==> config.mk <==
export PLATFORM = sky130hd
export DESIGN_NAME = cvsd_back
export DESIGN_NICKNAME = d
export VERILOG_FILES = /design/src/sv/cvsd_pkg.sv /design/src/sv/cvsd_back.sv
export SDC_FILE = /design/constraint.sdc
export NUM_CORES = 1
export LEC_CHECK = 0
export ABC_AREA = 1
export ABC_CLOCK_PERIOD_IN_PS = 12950
export BUFFER_PORTS_ARGS = -buffer_cell sky130_fd_sc_hd__clkbuf_2
export CORE_MARGIN = 2
export CORE_UTILIZATION = 40
export CTS_CLUSTER_SIZE = 28
export DETAILED_ROUTE_END_ITERATION = 6
export GPL_ROUTABILITY_DRIVEN = 0
export SYNTH_ARGS = -nofsm -noshare
export SYNTH_HDL_FRONTEND = slang
export SYNTH_SLANG_ARGS = --single-unit
==> constraint.sdc <==
create_clock -name clk -period 12.95 [get_ports clk]
set_clock_uncertainty 0.2 [all_clocks]
set_input_delay 2.59 -clock clk [delete_from_list [all_inputs] [get_ports clk]]
set_output_delay 2.59 -clock clk [all_outputs]
set_load 0.1 [all_outputs]
==> src/sv/cvsd_pkg.sv <==
// Package for the cross-venue spread detector: sizes, defaults and the
// front/back command struct. No dependencies.
`timescale 1ns / 1ps
`default_nettype none
package cvsd_pkg;
  localparam int SymbolCountDefault = 64;
  localparam int VenueCountDefault = 8;
  localparam int FractionBitsDefault = 16;
  localparam logic [31:0] ThresholdReset = 32'd66;
  localparam int SymW = 6;
  localparam int VenW = 3;
  localparam int PriceW = 32;

  typedef struct packed {
    logic [SymW-1:0]   sym;
    logic [VenW-1:0]   buy_venue;
    logic [VenW-1:0]   sell_venue;
    logic [PriceW-1:0] lo_ticks;
    logic [PriceW-1:0] hi_ticks;
  } cand_t;

  typedef enum logic [2:0] {
    FE_CLEAR, FE_IDLE, FE_SCAN, FE_LAST, FE_PUSH
  } fe_state_t;

  typedef enum logic [1:0] {
    BE_IDLE, BE_DIV, BE_CMP, BE_EMIT
  } be_state_t;
endpackage
`default_nettype wire

==> src/sv/cvsd_back.sv <==
// Back end: restoring divider for the spread ratio, threshold test and
// two-beat result register. Depends on cvsd_pkg.
`timescale 1ns / 1ps
`default_nettype none
module cvsd_back #(
  parameter int FRACTION_BITS = cvsd_pkg::FractionBitsDefault
) (
  input  wire logic                         clk,
  input  wire logic                         rst,
  input  wire logic                         cand_valid,
  output logic                              cand_ready,
  input  wire cvsd_pkg::cand_t              cand,
  input  wire logic [31:0]                  threshold,
  output logic                              empty,
  input  wire logic                         pop,
  output logic [cvsd_pkg::SymW-1:0]         signal_symbol,
  output logic [cvsd_pkg::VenW-1:0]         signal_venue,
  output logic                              signal_side,
  output logic [31:0]                       signal_price,
  output logic [31:0]                       spread_ratio,
  output logic                              last_of_pair
);
  localparam int NW = 32 + FRACTION_BITS;
  localparam int CB = $clog2(NW + 1);

  cvsd_pkg::be_state_t state, state_next;
  cvsd_pkg::cand_t c;
  logic [NW-1:0] num, quo;
  logic [32:0]   rem, rem_sh;
  logic [CB-1:0] cnt;
  logic [31:0]   ratio;
  logic [31:0]   ratio_now;
  logic          second;

  assign rem_sh = {rem[31:0], num[NW-1]};

  // saturated quotient, tested against the threshold in BE_CMP
  always_comb begin
    ratio_now = (quo[NW-1:32] != '0) ? 32'hFFFF_FFFF : quo[31:0];
  end

  always_comb begin
    state_next = state;
    unique case (state)
      cvsd_pkg::BE_IDLE: if (cand_valid) state_next = cvsd_pkg::BE_DIV;
      cvsd_pkg::BE_DIV:  if (cnt == CB'(NW - 1)) state_next = cvsd_pkg::BE_CMP;
      cvsd_pkg::BE_CMP:  state_next = (ratio_now >= threshold) ? cvsd_pkg::BE_EMIT
                                                               : cvsd_pkg::BE_IDLE;
      cvsd_pkg::BE_EMIT: if (pop && second) state_next = cvsd_pkg::BE_IDLE;
      default: state_next = cvsd_pkg::BE_IDLE;
    endcase
  end

  always_comb begin
    cand_ready = (state == cvsd_pkg::BE_IDLE);
    empty = (state != cvsd_pkg::BE_EMIT);
    signal_symbol = c.sym;
    signal_venue = second ? c.sell_venue : c.buy_venue;
    signal_side = second;
    signal_price = second ? c.hi_ticks : c.lo_ticks;
    spread_ratio = ratio;
    last_of_pair = second;
  end

  always_ff @(posedge clk) begin
    if (rst) begin
      state <= cvsd_pkg::BE_IDLE;
      second <= 1'b0;
    end else begin
      state <= state_next;
      if (state == cvsd_pkg::BE_CMP) second <= 1'b0;
      else if (state == cvsd_pkg::BE_EMIT && pop) second <= 1'b1;
    end
  end

  always_ff @(posedge clk) begin
    unique case (state)
      cvsd_pkg::BE_IDLE: begin
        c <= cand;
        num <= {cand.hi_ticks - cand.lo_ticks, FRACTION_BITS'(0)};
        rem <= '0;
        quo <= '0;
        cnt <= '0;
      end
      cvsd_pkg::BE_DIV: begin
        cnt <= cnt + 1'b1;
        num <= num << 1;
        if (rem_sh >= {1'b0, c.lo_ticks}) begin
          rem <= rem_sh - {1'b0, c.lo_ticks};
          quo <= {quo[NW-2:0], 1'b1};
        end else begin
          rem <= rem_sh;
          quo <= {quo[NW-2:0], 1'b0};
        end
      end
      cvsd_pkg::BE_CMP: ratio <= ratio_now;
      cvsd_pkg::BE_EMIT: ;
      default: ;
    endcase
  end

  a_pair: assert property (@(posedge clk) disable iff (rst)
    state == cvsd_pkg::BE_EMIT && pop && !second |=> state == cvsd_pkg::BE_EMIT && second)
    else $error("sell beat missing");
  a_busy: assert property (@(posedge clk) disable iff (rst)
    !empty |-> !cand_ready) else $error("accept while emitting");
  a_thresh: assert property (@(posedge clk) disable iff (rst)
    !empty |-> spread_ratio >= threshold) else $error("below threshold");
endmodule
`default_nettype wire

==> results.toml <==
[run]
drv_cap = 0

[cts]
clk_latency_ps = 560
cts_setup_buffers = 0
clockBufferDepth = 3
cts.htree.levels = 1
cts-buffers-inserted = 27
cts.repair.resized = 0
ctsHoldBuffers = 0
clockRootBuffer = "clkbuf_16"
clock_sinks = 229
clk_pin_slew_ps = 60
cts_tree = "yes"

[sta]
setup_tns_ps = 0
maxSlewHeadroom_pct = 38.3
hold_viol = 0
maxSlewViolCount = 0
rsz0062_at_grt = "no"
post-route-period-util_pct = 40.4
fin_crit_ps = 5230
setup_violations = 0
worst_pin_slew_ps = 926
clock.fmax_mhz = 191

[logic_synthesis]
synth_top_area_share_pct = 47.1
synth_area_per_cell_um2 = 7.99
synth_top_area_cell = "edfxtp_1"
synth_area_leaders = "edfxtp_1, nand2_1, ha_1"
syn-num-nets = 2015
seq_area_frac_synth_pct = 47.5
yosys.cell_types.count = 35
synth_area_um2 = 14400
ys.warnings.count = 0
synth-seq-cells = 229
syn_inst = 1805

[critical_path]
path_class = "flop to output port"
cp.arrival_ps = 2440
ff2ff_setup_slack_ps = 9440
cp_max_fo = 59
cp-end-kind = "output port"
required_ps = 10160
start_kind = "flop"

[detailed_routing]
drcViolationCount = 1
wl_per_cell_um = 16.1
wl_met3_um = 1930
wl_met1_um = 17800
ant_nets = 0
vias = 12200
drt_iter0_markers = 1018
firstDrtPassIters = 7
wl_met2_um = 18900
drt-total-wl_um = 39800
highest_layer = "met4"
vias_per_cell = 4.92

[global_route]
grt_antenna_before_repair = 6
grt_pass1_vias = 11700
grt_pass1_wl_um = 62400
gr-usage-all-layers_pct = 20.8
grt_overflow = 0
grt_max_degree = 78

[cells_and_area]
fin_area_um2 = 16700
multi_input_area_um2 = 6230
area.growth.synth_to_final_pct = 15.6
register_area_um2 = 6850
final_nets = 2198
drive_gt1_share_pct = 12.7
fillers = 3524

[placed_design]
dp_hpwl_um = 31000
port-buffer-count = 188
postPlaceCellArea_um2 = 15800

[die]
io_pins = 189
core-area_um2 = 35600
start_util_pct = 40.5
die-area_um2 = 37600
rows = 69
die_x_um = 194
die-height_um = 194

[pwr]
p_per_area_nw_per_um2 = 228
ir_worst_vdd_v = 0.000103
power_leakage_nw = 7.91

[min_path]
hold_path.class = "flop to flop"

[status]
failed_checks = "DRC"
status = "finished with violations"
## final timing paths
kind / start / endpoint / depth (start not counted)
setup / recovery: last_of_pair / signal_price[20] / 4
setup reg to reg: quo[32] / state[0] / 17
hold reg to reg: num[37] / num[38] / 2
hold / removal: num[37] / num[38] / 2
## critical path, stage by stage, from the launching register on
cell and delay, ps:
dfxtp_2 480, buf_4 500, nand2_1 100, o21ai_0 230
clkbuf_2 550
## flip-flops by register name, summed over array words and instances, names as in the netlist
signal / cells
cnt: 6
spread_ratio: 32
num: 32
state: 2
quo: 48
c: 70
last_of_pair: 1
signal_symbol: 6
rem: 32
## cell families (layout without fill, tap and decap cells)
group,Yosys count,count (layout),synth area share [%]
buffers and inverters,344,547,9.40
AOI/OAI and AO/OA,170,170,6.19
and+or+nand+nor,938,938,26.8
other,0,6,0
xor gates and xnor gates,26,26,1.58
DFF,229,229,47.5
adders and majority gates,98,98,8.61
## placed cells by master (no fill, tap or decap), types with 7 or more instances in the layout
cell type / count
xor2_1: 7
ha_1: 96
nor2_1: 222
clkbuf_2: 188
xnor2_1: 19
nor3_1: 19
nand3_1: 80
o21bai_1: 8
clkbuf_16: 27
nor2_2: 7
a21oi_1: 79
o21ai_0: 72
nand4_1: 22
edfxtp_1: 226
inv_1: 301
nand2_1: 548
nand3b_1: 20
## per-stage QoR
step | hold WS [ps] | cells | utilization (%) | setup WS (ps) | power, mW
floorplan | 295 | 1805 | - | 5380 | 2.66
global placement | 302 | 2420 | 44.4 | 8050 | 3.03
detailed placement | 310 | 2420 | 44.4 | 8020 | 3.05
CTS | 310 | 2469 | 46.8 | 7690 | 3.82
global route | 327 | 2475 | 46.9 | 7590 | 4.06
finish | 314 | 2475 | 46.9 | 7720 | 3.80
## cell usage after synthesis
master and instances:
buf_4 8, nor4_1 4, inv_4 1, o21ai_0 72
nor3_1 19, nor2_1 224, o21bai_1 8, nand3_1 80
edfxtp_1 226, buf_2 1, clkbuf_1 24, xnor2_1 19
nand2_8 1, inv_1 303, o21a_1 3, nor2_2 6
nand2_4 1, buf_1 3, nand3_2 1, nand2_1 549
a21oi_1 79, or2_2 3, and2_1 4, buf_6 4
nand4_1 22, dfxtp_1 3, ha_1 96, xor2_1 7
nand2_2 3, nand3b_1 20, a31oi_1 3, and3b_1 1
fa_1 2, o21ai_1 1, a21o_1 4
## routing by layer
layer  vias to the layer above  global-route usage, %
met5                         -                      0
met4                         0                   7.24
met3                        66                   2.47
met2                       301                   34.6
met1                      5622                   28.1
li1                       6180                      -
## cell type report
class	count	area share, %
Multi-Input combinational cell	1232	37.4
Inverter	304	6.87
Timing Repair Buffer	194	5.91
Antenna cell	6	0.0900
Tap cell	461	3.46
Clock inverter	16	1.05
Clock buffer	33	4.19
Sequential cell	229	41.1
## power by group
group          total, mW  switching (mW)  internal (mW)  leakage [nW]
sequential          1.24          0.0902           1.15          2.32
clock              0.758           0.313          0.445         0.425
combinational       1.81            1.37          0.440          5.16
total               3.80            1.77           2.03          7.91
Power figures use the tool's default switching activity.
